<file path="src/rtl/core/msct_pkg.sv">
`default_nettype none
// ----------------------------------------------------------------------------
// msct_pkg: shared types and constants of the countdown timer table
// widths of the beat fields, command codes, queue entry and result layout
// ----------------------------------------------------------------------------
package msct_pkg;

    // table size and derived index width
    localparam int SLOTS = 16;
    localparam int IDX_W = (SLOTS > 1) ? $clog2(SLOTS) : 1;

    // beat field widths
    localparam int CMD_W     = 2;
    localparam int SLOT_W    = 6;
    localparam int COUNT_W   = 32;
    localparam int ELAPSED_W = 31;
    localparam int DUE_W     = 31;

    localparam logic [SLOT_W-1:0] SLOT_LIMIT = SLOT_W'(SLOTS);
    localparam logic [IDX_W-1:0]  LAST_IDX   = IDX_W'(SLOTS - 1);

    // prime conversion: values below the limit are microseconds
    localparam logic signed [COUNT_W-1:0] MICRO_LIMIT = -32'sd30;
    localparam int MICRO_DIV = 1000;
    localparam longint unsigned RECIP = 64'h1_0000_0000 / MICRO_DIV;
    localparam int RECIP_W = $clog2(RECIP + 1);
    localparam logic [RECIP_W-1:0] RECIP_C = RECIP_W'(RECIP);
    localparam int PROD_W = COUNT_W + RECIP_W;

    localparam logic [DUE_W-1:0]          NO_DEADLINE = {DUE_W{1'b1}};
    localparam logic signed [COUNT_W-1:0] INACTIVE    = -32'sd1;

    // command queue between front and back
    localparam int QUEUE_DEPTH = 2;
    localparam int QUEUE_AW    = $clog2(QUEUE_DEPTH);

    typedef enum logic [CMD_W-1:0] {
        OP_INSERT = 2'd0,
        OP_REMOVE = 2'd1,
        OP_PRIME  = 2'd2,
        OP_TICK   = 2'd3
    } t_op;

    typedef enum logic {
        KIND_FIRED   = 1'b0,
        KIND_SUMMARY = 1'b1
    } t_kind;

    typedef enum logic [1:0] {
        B_IDLE,
        B_FIX,
        B_SCAN,
        B_SUM
    } t_back_state;

    typedef struct packed {
        t_op                    op;
        logic                   slot_ok;
        logic [IDX_W-1:0]       idx;
        logic                   micro;
        logic [COUNT_W-1:0]     value;
        logic [ELAPSED_W-1:0]   elapsed;
    } t_cmd_item;

    typedef struct packed {
        t_kind                  kind;
        logic [SLOT_W-1:0]      fired_slot;
        logic [DUE_W-1:0]       next_due;
        logic                   due_valid;
        logic                   last;
    } t_result;

endpackage
`default_nettype wire

</file>
<file path="src/rtl/core/msct_cmd_if.sv">
`default_nettype none
// ----------------------------------------------------------------------------
// msct_cmd_if: command channel
// valid/ready handshake carrying one timer command beat
// ----------------------------------------------------------------------------
interface msct_cmd_if;
    logic                                   valid;
    logic                                   ready;
    logic [msct_pkg::CMD_W-1:0]             cmd;
    logic [msct_pkg::SLOT_W-1:0]            slot;
    logic signed [msct_pkg::COUNT_W-1:0]    count;
    logic [msct_pkg::ELAPSED_W-1:0]         elapsed;

    modport source (output valid, cmd, slot, count, elapsed, input ready);
    modport sink   (input valid, cmd, slot, count, elapsed, output ready);
endinterface
`default_nettype wire

</file>
<file path="src/rtl/core/msct_res_if.sv">
`default_nettype none
// ----------------------------------------------------------------------------
// msct_res_if: result channel
// valid/ready handshake carrying one fired or summary beat
// ----------------------------------------------------------------------------
interface msct_res_if;
    logic                           valid;
    logic                           ready;
    logic                           kind;
    logic [msct_pkg::SLOT_W-1:0]    fired_slot;
    logic [msct_pkg::DUE_W-1:0]     next_due;
    logic                           due_valid;
    logic                           last;

    modport source (output valid, kind, fired_slot, next_due, due_valid, last, input ready);
    modport sink   (input valid, kind, fired_slot, next_due, due_valid, last, output ready);
endinterface
`default_nettype wire

</file>
<file path="src/rtl/core/multi_slot_countdown_timer_top.sv">
`default_nettype none
// ----------------------------------------------------------------------------
// multi_slot_countdown_timer_top: table of one-shot millisecond timers
// insert, remove, prime and tick commands in; fired and summary beats out
// ----------------------------------------------------------------------------
// Each command beat produces zero or more fired beats (one per slot that runs
// out on a tick, in ascending slot order) followed by exactly one summary beat
// with last set, giving the least positive remaining count or no deadline.
// An item is taken from the command queue in the idle state, which applies
// insert, remove or a millisecond prime; the table scan then visits one slot
// per cycle, unless a fired beat is held, updating counts on a tick and
// tracking the minimum, and the summary state sends the summary beat. A
// microsecond prime passes through the correction step of the divide by 1000
// before the scan. A fired beat that finds the result register still full
// holds the scan until the sink takes the waiting beat. The two-entry command
// queue accepts new beats while the table is busy.
// ----------------------------------------------------------------------------
module multi_slot_countdown_timer_top (
    input  wire         i_clk,
    input  wire         i_rst_n,
    msct_cmd_if.sink    i_cmd_ch,
    msct_res_if.source  o_res_ch
);

    // classifier to queue
    logic                   push_valid;
    logic                   push_ready;
    msct_pkg::t_cmd_item    push_item;

    // queue to table sequencer
    logic                   pop_valid;
    logic                   pop_ready;
    msct_pkg::t_cmd_item    pop_item;

    // decode and range check each command beat
    msct_front u_front (
        .i_cmd_ch     (i_cmd_ch),
        .o_push_valid (push_valid),
        .o_push_item  (push_item),
        .i_push_ready (push_ready)
    );

    // lets the front take beats while a scan runs
    msct_queue u_queue (
        .i_clk        (i_clk),
        .i_rst_n      (i_rst_n),
        .i_push_valid (push_valid),
        .i_push_item  (push_item),
        .o_push_ready (push_ready),
        .o_pop_valid  (pop_valid),
        .o_pop_item   (pop_item),
        .i_pop_ready  (pop_ready)
    );

    // slot table, scan and registered result beat
    msct_back u_back (
        .i_clk       (i_clk),
        .i_rst_n     (i_rst_n),
        .i_pop_valid (pop_valid),
        .i_pop_item  (pop_item),
        .o_pop_ready (pop_ready),
        .o_res_ch    (o_res_ch)
    );

endmodule
`default_nettype wire

</file>
<file path="src/rtl/core/msct_front.sv">
`default_nettype none
// ----------------------------------------------------------------------------
// msct_front: command classifier
// decodes a command beat, range checks the slot, pre-negates microsecond counts
// ----------------------------------------------------------------------------
module msct_front (
    msct_cmd_if.sink                i_cmd_ch,
    output logic                    o_push_valid,
    output msct_pkg::t_cmd_item     o_push_item,
    input  logic                    i_push_ready
);

    assign o_push_valid   = i_cmd_ch.valid;
    assign i_cmd_ch.ready = i_push_ready;

    always_comb begin
        o_push_item.op      = msct_pkg::t_op'(i_cmd_ch.cmd);
        o_push_item.slot_ok = (i_cmd_ch.slot < msct_pkg::SLOT_LIMIT);
        o_push_item.idx     = i_cmd_ch.slot[msct_pkg::IDX_W-1:0];
        o_push_item.micro   = (i_cmd_ch.count < msct_pkg::MICRO_LIMIT);
        // magnitude of a microsecond count, most negative value included
        if (o_push_item.micro) begin
            o_push_item.value = ~i_cmd_ch.count + msct_pkg::COUNT_W'(1);
        end else begin
            o_push_item.value = i_cmd_ch.count;
        end
        o_push_item.elapsed = i_cmd_ch.elapsed;
    end

endmodule
`default_nettype wire

</file>
<file path="src/rtl/core/msct_queue.sv">
`default_nettype none
// ----------------------------------------------------------------------------
// msct_queue: command queue
// small fifo that decouples the classifier from the table sequencer
// ----------------------------------------------------------------------------
module msct_queue (
    input  logic                    i_clk,
    input  logic                    i_rst_n,
    input  logic                    i_push_valid,
    input  msct_pkg::t_cmd_item     i_push_item,
    output logic                    o_push_ready,
    output logic                    o_pop_valid,
    output msct_pkg::t_cmd_item     o_pop_item,
    input  logic                    i_pop_ready
);

    msct_pkg::t_cmd_item                r_mem [msct_pkg::QUEUE_DEPTH];
    logic [msct_pkg::QUEUE_AW-1:0]      r_wr_ptr;
    logic [msct_pkg::QUEUE_AW-1:0]      r_rd_ptr;
    logic [msct_pkg::QUEUE_AW:0]        r_count;
    logic [msct_pkg::QUEUE_AW-1:0]      n_wr_ptr;
    logic [msct_pkg::QUEUE_AW-1:0]      n_rd_ptr;
    logic [msct_pkg::QUEUE_AW:0]        n_count;
    logic                               push;
    logic                               pop;

    assign o_push_ready = (r_count != (msct_pkg::QUEUE_AW + 1)'(msct_pkg::QUEUE_DEPTH));
    assign o_pop_valid  = (r_count != '0);
    assign o_pop_item   = r_mem[r_rd_ptr];
    assign push         = i_push_valid && o_push_ready;
    assign pop          = o_pop_valid && i_pop_ready;

    always_comb begin
        n_wr_ptr = push ? r_wr_ptr + 1'b1 : r_wr_ptr;
        n_rd_ptr = pop ? r_rd_ptr + 1'b1 : r_rd_ptr;
        n_count  = r_count;
        if (push && !pop) begin
            n_count = r_count + 1'b1;
        end else if (pop && !push) begin
            n_count = r_count - 1'b1;
        end
    end

    always_ff @(posedge i_clk) begin
        if (!i_rst_n) begin
            r_wr_ptr <= '0;
            r_rd_ptr <= '0;
            r_count  <= '0;
        end else begin
            r_wr_ptr <= n_wr_ptr;
            r_rd_ptr <= n_rd_ptr;
            r_count  <= n_count;
        end
    end

    always_ff @(posedge i_clk) begin
        if (push) begin
            r_mem[r_wr_ptr] <= i_push_item;
        end
    end

`ifndef SYNTHESIS
    a_queue_bound: assert property (@(posedge i_clk) disable iff (!i_rst_n)
        r_count <= (msct_pkg::QUEUE_AW + 1)'(msct_pkg::QUEUE_DEPTH))
        else $error("command queue holds more entries than its depth");
`endif

endmodule
`default_nettype wire

</file>
<file path="src/rtl/core/msct_back.sv">
`default_nettype none
// ----------------------------------------------------------------------------
// msct_back: table sequencer
// applies commands to the slot table, scans it for firings and next deadline
// ----------------------------------------------------------------------------
module msct_back (
    input  logic                    i_clk,
    input  logic                    i_rst_n,
    input  logic                    i_pop_valid,
    input  msct_pkg::t_cmd_item     i_pop_item,
    output logic                    o_pop_ready,
    msct_res_if.source              o_res_ch
);

    msct_pkg::t_back_state                  r_state;
    msct_pkg::t_back_state                  n_state;
    msct_pkg::t_cmd_item                    r_item;
    msct_pkg::t_cmd_item                    n_item;
    logic [msct_pkg::IDX_W-1:0]             r_cnt;
    logic [msct_pkg::IDX_W-1:0]             n_cnt;
    logic [msct_pkg::DUE_W-1:0]             r_min;
    logic [msct_pkg::DUE_W-1:0]             n_min;
    logic [msct_pkg::RECIP_W-1:0]           r_quo;
    logic [msct_pkg::RECIP_W-1:0]           n_quo;
    logic [msct_pkg::SLOTS-1:0]             r_enr;
    logic [msct_pkg::SLOTS-1:0]             n_enr;
    logic signed [msct_pkg::COUNT_W-1:0]    r_rem [msct_pkg::SLOTS];
    logic                                   r_ovalid;
    logic                                   n_ovalid;
    msct_pkg::t_result                      r_out;
    msct_pkg::t_result                      n_out;

    logic                                   wr_en;
    logic [msct_pkg::IDX_W-1:0]             wr_idx;
    logic signed [msct_pkg::COUNT_W-1:0]    wr_data;

    logic                                   out_free;
    logic signed [msct_pkg::COUNT_W-1:0]    rv;
    logic signed [msct_pkg::COUNT_W-1:0]    diff;
    logic signed [msct_pkg::COUNT_W-1:0]    cand;
    logic                                   is_tick;
    logic                                   active;
    logic                                   fire;
    logic                                   cand_ok;
    logic [msct_pkg::PROD_W-1:0]            prod;
    logic [msct_pkg::COUNT_W-1:0]           back_prod;
    logic [msct_pkg::COUNT_W-1:0]           part;
    logic [msct_pkg::RECIP_W-1:0]           quo_fix;
    logic signed [msct_pkg::COUNT_W-1:0]    plain_val;

    assign out_free    = !r_ovalid || o_res_ch.ready;
    assign o_pop_ready = (r_state == msct_pkg::B_IDLE);

    // one slot visit per cycle unless a firing slot waits for the result register
    assign rv      = r_rem[r_cnt];
    assign is_tick = (r_item.op == msct_pkg::OP_TICK);
    assign active  = r_enr[r_cnt] && (rv > 0);
    assign diff    = rv - $signed({1'b0, r_item.elapsed});
    assign fire    = is_tick && active && (diff <= 0);
    assign cand    = is_tick ? diff : rv;
    assign cand_ok = active && !fire;

    // reciprocal estimate, then one correction step
    assign prod      = msct_pkg::PROD_W'(i_pop_item.value) * msct_pkg::PROD_W'(msct_pkg::RECIP_C);
    assign back_prod = msct_pkg::COUNT_W'(r_quo) * msct_pkg::COUNT_W'(msct_pkg::MICRO_DIV);
    assign part      = r_item.value - back_prod;
    assign quo_fix   = (part >= msct_pkg::COUNT_W'(msct_pkg::MICRO_DIV)) ? r_quo + 1'b1 : r_quo;
    assign plain_val = ($signed(i_pop_item.value) <= 0) ? msct_pkg::COUNT_W'(1)
                                                         : $signed(i_pop_item.value);

    always_comb begin
        n_state  = r_state;
        n_item   = r_item;
        n_cnt    = r_cnt;
        n_min    = r_min;
        n_quo    = r_quo;
        n_enr    = r_enr;
        n_ovalid = r_ovalid && !o_res_ch.ready;
        n_out    = r_out;
        wr_en    = 1'b0;
        wr_idx   = r_cnt;
        wr_data  = diff;

        case (r_state)
            msct_pkg::B_IDLE: begin
                if (i_pop_valid) begin
                    n_item  = i_pop_item;
                    n_cnt   = '0;
                    n_min   = msct_pkg::NO_DEADLINE;
                    n_state = msct_pkg::B_SCAN;
                    wr_idx  = i_pop_item.idx;
                    case (i_pop_item.op)
                        msct_pkg::OP_INSERT: begin
                            if (i_pop_item.slot_ok) begin
                                n_enr[i_pop_item.idx] = 1'b1;
                                wr_en   = 1'b1;
                                wr_data = msct_pkg::INACTIVE;
                            end
                        end
                        msct_pkg::OP_REMOVE: begin
                            if (i_pop_item.slot_ok) begin
                                n_enr[i_pop_item.idx] = 1'b0;
                            end
                        end
                        msct_pkg::OP_PRIME: begin
                            if (i_pop_item.micro) begin
                                n_quo   = prod[msct_pkg::PROD_W-1 -: msct_pkg::RECIP_W];
                                n_state = msct_pkg::B_FIX;
                            end else begin
                                wr_en   = i_pop_item.slot_ok;
                                wr_data = plain_val;
                            end
                        end
                        default: begin
                        end
                    endcase
                end
            end
            msct_pkg::B_FIX: begin
                wr_en   = r_item.slot_ok;
                wr_idx  = r_item.idx;
                wr_data = (quo_fix == '0) ? msct_pkg::COUNT_W'(1)
                                          : msct_pkg::COUNT_W'(quo_fix);
                n_state = msct_pkg::B_SCAN;
            end
            msct_pkg::B_SCAN: begin
                // a firing slot waits for the result register
                if (!fire || out_free) begin
                    wr_en = is_tick && active;
                    if (fire) begin
                        n_ovalid         = 1'b1;
                        n_out.kind       = msct_pkg::KIND_FIRED;
                        n_out.fired_slot = msct_pkg::SLOT_W'(r_cnt);
                        n_out.next_due   = '0;
                        n_out.due_valid  = 1'b0;
                        n_out.last       = 1'b0;
                    end
                    if (cand_ok && (cand[msct_pkg::DUE_W-1:0] < r_min)) begin
                        n_min = cand[msct_pkg::DUE_W-1:0];
                    end
                    if (r_cnt == msct_pkg::LAST_IDX) begin
                        n_state = msct_pkg::B_SUM;
                    end else begin
                        n_cnt = r_cnt + 1'b1;
                    end
                end
            end
            msct_pkg::B_SUM: begin
                if (out_free) begin
                    n_ovalid         = 1'b1;
                    n_out.kind       = msct_pkg::KIND_SUMMARY;
                    n_out.fired_slot = '0;
                    n_out.due_valid  = (r_min != msct_pkg::NO_DEADLINE);
                    n_out.next_due   = (r_min != msct_pkg::NO_DEADLINE) ? r_min : '0;
                    n_out.last       = 1'b1;
                    n_state          = msct_pkg::B_IDLE;
                end
            end
            default: begin
                n_state = msct_pkg::B_IDLE;
            end
        endcase
    end

    always_ff @(posedge i_clk) begin
        if (!i_rst_n) begin
            r_state  <= msct_pkg::B_IDLE;
            r_enr    <= '0;
            r_ovalid <= 1'b0;
        end else begin
            r_state  <= n_state;
            r_enr    <= n_enr;
            r_ovalid <= n_ovalid;
        end
    end

    always_ff @(posedge i_clk) begin
        r_item <= n_item;
        r_cnt  <= n_cnt;
        r_min  <= n_min;
        r_quo  <= n_quo;
        r_out  <= n_out;
        if (wr_en) begin
            r_rem[wr_idx] <= wr_data;
        end
    end

    assign o_res_ch.valid      = r_ovalid;
    assign o_res_ch.kind       = r_out.kind;
    assign o_res_ch.fired_slot = r_out.fired_slot;
    assign o_res_ch.next_due   = r_out.next_due;
    assign o_res_ch.due_valid  = r_out.due_valid;
    assign o_res_ch.last       = r_out.last;

`ifndef SYNTHESIS
    a_fired_not_last: assert property (@(posedge i_clk) disable iff (!i_rst_n)
        (r_ovalid && r_out.kind == msct_pkg::KIND_FIRED) |-> !r_out.last)
        else $error("fired beat marked as last");
    a_fired_in_range: assert property (@(posedge i_clk) disable iff (!i_rst_n)
        (r_ovalid && r_out.kind == msct_pkg::KIND_FIRED)
            |-> (r_out.fired_slot < msct_pkg::SLOT_LIMIT))
        else $error("fired slot outside the table");
    a_scan_start: assert property (@(posedge i_clk) disable iff (!i_rst_n)
        (r_state == msct_pkg::B_SCAN && $past(r_state) != msct_pkg::B_SCAN)
            |-> (r_cnt == '0))
        else $error("scan did not start at slot zero");
    a_fix_after_idle: assert property (@(posedge i_clk) disable iff (!i_rst_n)
        (r_state == msct_pkg::B_FIX) |-> ($past(r_state) == msct_pkg::B_IDLE))
        else $error("correction step not entered from idle");
`endif

endmodule
`default_nettype wire

</file>
<file path="src/flat_wrapper.sv">
// flat-port wrapper written by rule: the top's interface ports become plain ports
module multi_slot_countdown_timer_top_flat 
  (i_clk, i_rst_n, i_cmd_ch_valid, i_cmd_ch_cmd, i_cmd_ch_slot, i_cmd_ch_count, i_cmd_ch_elapsed, i_cmd_ch_ready, o_res_ch_valid, o_res_ch_kind, o_res_ch_fired_slot, o_res_ch_next_due, o_res_ch_due_valid, o_res_ch_last, o_res_ch_ready);
  msct_cmd_if i_cmd_ch_i ();
  msct_res_if o_res_ch_i ();
  input  wire i_clk;
  input  wire i_rst_n;
  input wire logic [$bits(i_cmd_ch_i.valid)-1:0] i_cmd_ch_valid;
  input wire logic [$bits(i_cmd_ch_i.cmd)-1:0] i_cmd_ch_cmd;
  input wire logic [$bits(i_cmd_ch_i.slot)-1:0] i_cmd_ch_slot;
  input wire logic [$bits(i_cmd_ch_i.count)-1:0] i_cmd_ch_count;
  input wire logic [$bits(i_cmd_ch_i.elapsed)-1:0] i_cmd_ch_elapsed;
  output wire logic [$bits(i_cmd_ch_i.ready)-1:0] i_cmd_ch_ready;
  output wire logic [$bits(o_res_ch_i.valid)-1:0] o_res_ch_valid;
  output wire logic [$bits(o_res_ch_i.kind)-1:0] o_res_ch_kind;
  output wire logic [$bits(o_res_ch_i.fired_slot)-1:0] o_res_ch_fired_slot;
  output wire logic [$bits(o_res_ch_i.next_due)-1:0] o_res_ch_next_due;
  output wire logic [$bits(o_res_ch_i.due_valid)-1:0] o_res_ch_due_valid;
  output wire logic [$bits(o_res_ch_i.last)-1:0] o_res_ch_last;
  input wire logic [$bits(o_res_ch_i.ready)-1:0] o_res_ch_ready;
  assign i_cmd_ch_i.valid = i_cmd_ch_valid;
  assign i_cmd_ch_i.cmd = i_cmd_ch_cmd;
  assign i_cmd_ch_i.slot = i_cmd_ch_slot;
  assign i_cmd_ch_i.count = i_cmd_ch_count;
  assign i_cmd_ch_i.elapsed = i_cmd_ch_elapsed;
  assign i_cmd_ch_ready = i_cmd_ch_i.ready;
  assign o_res_ch_valid = o_res_ch_i.valid;
  assign o_res_ch_kind = o_res_ch_i.kind;
  assign o_res_ch_fired_slot = o_res_ch_i.fired_slot;
  assign o_res_ch_next_due = o_res_ch_i.next_due;
  assign o_res_ch_due_valid = o_res_ch_i.due_valid;
  assign o_res_ch_last = o_res_ch_i.last;
  assign o_res_ch_i.ready = o_res_ch_ready;
  multi_slot_countdown_timer_top u_core (.i_clk(i_clk), .i_rst_n(i_rst_n), .i_cmd_ch(i_cmd_ch_i), .o_res_ch(o_res_ch_i));
endmodule
</file>
<file path="config.mk">
export PLATFORM = sky130hd
export DESIGN_NAME = multi_slot_countdown_timer_top_flat
export DESIGN_NICKNAME = d
export VERILOG_FILES = /design/src/rtl/core/msct_pkg.sv /design/src/rtl/core/msct_cmd_if.sv /design/src/rtl/core/msct_res_if.sv /design/src/rtl/core/multi_slot_countdown_timer_top.sv /design/src/rtl/core/msct_front.sv /design/src/rtl/core/msct_queue.sv /design/src/rtl/core/msct_back.sv /design/src/flat_wrapper.sv
export SDC_FILE = /design/constraint.sdc
export NUM_CORES = 2
export LEC_CHECK = 0
export BUFFER_PORTS_ARGS = -buffer_cell sky130_fd_sc_hd__buf_2
export CORE_ASPECT_RATIO = 1.75
export CORE_MARGIN = 4
export CORE_UTILIZATION = 40
export DETAILED_ROUTE_END_ITERATION = 8
export PLACE_DENSITY = 0.65
export SLEW_MARGIN = 20
export SYNTH_ARGS = -nofsm -noshare
export SYNTH_HDL_FRONTEND = slang
export SYNTH_SLANG_ARGS = --single-unit
</file>
<file path="constraint.sdc">
create_clock -name i_clk -period 8.95 [get_ports i_clk]
set_input_delay 0.4475 -clock i_clk [delete_from_list [all_inputs] [get_ports i_clk]]
set_output_delay 0.4475 -clock i_clk [all_outputs]
set_load 0.02 [all_outputs]
</file>
==> results.sh <==
export IMPL_die_y_microns=489
export IMPL_outcome="finished with violations"
export IMPL_min_period_ns=9.10
export IMPL_synth_async_sr_flop_share=0
export IMPL_setup_tns_ns=-2.08
export IMPL_rsz0062_at_grt="true"
export IMPL_start_kind="flip-flop"
export IMPL_clock_skew_ns=0.0525
export IMPL_yosysTopAreaCell="edfxtp_1"
export IMPL_route_antenna_remaining_nets=0
export IMPL_via_per_inst=5.49
export IMPL_clockBufferDepth=3
export IMPL_ys_types=88
export IMPL_fin_crit_sh=1.02
export IMPL_die_w_microns=283
export IMPL_cts_tree="yes"
export IMPL_ios=117
export IMPL_tightest_slew_ns=1.21
export IMPL_netlist_area_sq_um=52900
export IMPL_path_max_fanout=8
export IMPL_drv_slew=0
export IMPL_finalWorstSetupSlack_ns=-0.152
export IMPL_cp_top_family="adder cells"
export IMPL_avgSynthCellArea_sq_um=13.2
export IMPL_num_rows=176
export IMPL_cts_max_level=3
export IMPL_critPathCaptureType="flip-flop"
export IMPL_synth_warnings=0
export IMPL_worstHoldPathType="in2reg"
export IMPL_dp_hpwl_mm=118
export IMPL_cts_num_sinks=844
export IMPL_path_clk_slew_ns=0.08
export IMPL_start_util=0.402
export IMPL_final_cell_area_sq_um=61100
export IMPL_drive_gt1_frac=0.191
export IMPL_cap_violations=0
export IMPL_gr_total_overflow=0
export IMPL_clk_latency_ns=0.72
export IMPL_wl_per_cell_microns=25.3
export IMPL_max_stage_delay_ns=0.58
export IMPL_cp_num_buf_inv=7
export IMPL_firstDrtPassIters=7
export IMPL_track_usage=0.229
export IMPL_synthCells=4015
export IMPL_cp_arrival_ns=9.65
export IMPL_r2r_setup_slack_ns=-0.15
export IMPL_slew_limit_headroom=0.185
export IMPL_drcViolationCount=0
export IMPL_grt_pass1_vias=35853
export IMPL_synth_edf_count=816
export IMPL_cts_buffers=77
export IMPL_synthFlopType="edfxtp_1"
export IMPL_grt_max_degree=64
export IMPL_violations="negative setup slack"
export IMPL_final_common_cell="edfxtp_1"
export IMPL_wirelength_mm=156
export IMPL_ys_seq_area_frac=0.474
export IMPL_critPathKind="reg2reg"
export IMPL_synthToLayoutAreaGrowth_pct=15.5
export IMPL_cts_root_buf="clkbuf_16"
export IMPL_synthTopCellsByArea="edfxtp_1, ha_1, fa_1"
export IMPL_place_area_sq_um=57500
export IMPL_die_area_sq_um=138000
export IMPL_layout_common_cells="edfxtp_1, inv_1, ha_1"
export IMPL_cp_slowest_cell="or4b_4"
export IMPL_hold_viol=0
export IMPL_grt_pass1_wl_mm=230
export IMPL_antenna_found_initial=10
export IMPL_cpMostUsedCell="fa_1"
export IMPL_dr_total_vias=33889
export IMPL_synth_seq_cells=844
export IMPL_fmax_ghz=0.110
export IMPL_routabilityCongestion=0.988
export IMPL_portBuffers=114
export IMPL_setup_viol_count_final=16
export IMPL_dr_first_iter_drc_count=2604
export IMPL_critPathRequiredTime_ns=9.49
export IMPL_core_area_sq_um=131000
export IMPL_hold_slack_ns=0.0870
export IMPL_synth_top_area_share=0.463
export IMPL_nets=5282
worst reg2reg max path, delay by kind of cell, from the launching register on:
| kind | cells | cell delay [ns] |
|---|---|---|
| adders and majority gates | 6 | 2.60 |
| AOI/OAI and AO/OA | 12 | 2.11 |
| xor gates and xnor gates | 2 | 0.27 |
| muxes | 1 | 0.18 |
| DFF | 1 | 0.46 |
| and+or+nand+nor | 9 | 2.35 |
| buffers and inverters | 7 | 0.94 |
per-layer routing:
metal / part of all wire / global-route usage
met4: 0.081 / 0.153
met2: 0.53 / 0.422
met3: 0.050 / 0.0299
met5: 0.00017 / 0
met1: 0.34 / 0.241
state kept, by name (all words and copies together) (netlist names), named ones only:
signal                             flops
u_core.u_queue.r_rd_ptr                1
u_core.u_back.r_quo                   23
u_core.u_back.o_res_ch.valid           1
u_core.u_back.r_cnt                    4
u_core.u_back.r_min                   31
u_core.u_back.r_item                  67
u_core.u_queue.r_count                 2
u_core.u_back.r_state                  2
u_core.u_back.o_res_ch.next_due       31
u_core.u_queue.r_mem                 142
u_core.u_back.o_res_ch.fired_slot      4
u_core.u_back.r_rem                  512
u_core.u_back.o_res_ch.kind            1
u_core.u_queue.r_wr_ptr                1
u_core.u_back.o_res_ch.due_valid       1
synth_stat cells, types with 38 or more instances:
| cell | instances |
|---|---|
| edfxtp_1 | 816 |
| inv_1 | 692 |
| ha_1 | 485 |
| fa_1 | 300 |
| mux4_2 | 165 |
| a21oi_1 | 149 |
| nand2_1 | 148 |
| nor2_1 | 135 |
| o21ai_0 | 129 |
| xnor2_1 | 106 |
| clkbuf_1 | 72 |
| nor3_1 | 63 |
| nand3_1 | 61 |
| mux2_2 | 45 |
| a21o_1 | 44 |
| nand4_1 | 42 |
| xor2_1 | 42 |
| and2_1 | 40 |
| mux2i_1 | 38 |
| or2_2 | 38 |
path summary, 6_finish.rpt:
path                                 endpoint  depth (start not counted)                    from
setup / recovery    u_core.u_back.r_rem[9][0]                         37  u_core.u_back.r_quo[2]
setup reg to reg    u_core.u_back.r_rem[9][0]                         37  u_core.u_back.r_quo[2]
hold / removal    u_core.u_queue.r_mem[0][60]                          2      i_cmd_ch_count[29]
hold reg to reg                     flip-flop                          2               flip-flop
cells by family after synthesis:
kind of cell / synth area share
compound gates: 0.0648
xor+xnor: 0.0245
fa+ha+maj: 0.228
buf+inv: 0.0563
flops: 0.474
mux: 0.0873
other cells: 0.0000709
simple gates: 0.0648
final cells by class:
cell class / count / area [sq um]
multi-input cells: 2385 / 25400
clock buffers: 89 / 2020
repair buffers: 421 / 3270
flip-flops and latches: 844 / 25100
diodes: 3 / 7.51
well taps: 1691 / 2120
fillers: 11542 / 70400
inverters: 693 / 2610
clock inverters: 50 / 643
timing repair:
action,CTS,global route
hold buffers,35,0
gates cloned,1,3
pin swaps,46,18
setup buffers,7,17
hold endpoints to repair,70,0
resized for setup,40,41
endpoints found under the setup margin,275,368
stage by stage:
step,std cells,setup slack [ns],utilization
after CTS,6154,-0.318,0.462
after global placement,5972,-0.681,0.437
after detailed placement,5972,-0.651,0.437
final,6176,-0.152,0.465
after global routing,6175,-0.630,0.465
after floorplan,4016,0.0490,-
Power is not shown: default switching activity piles up to over one toggle a cycle in this logic, so the estimate is an artifact.
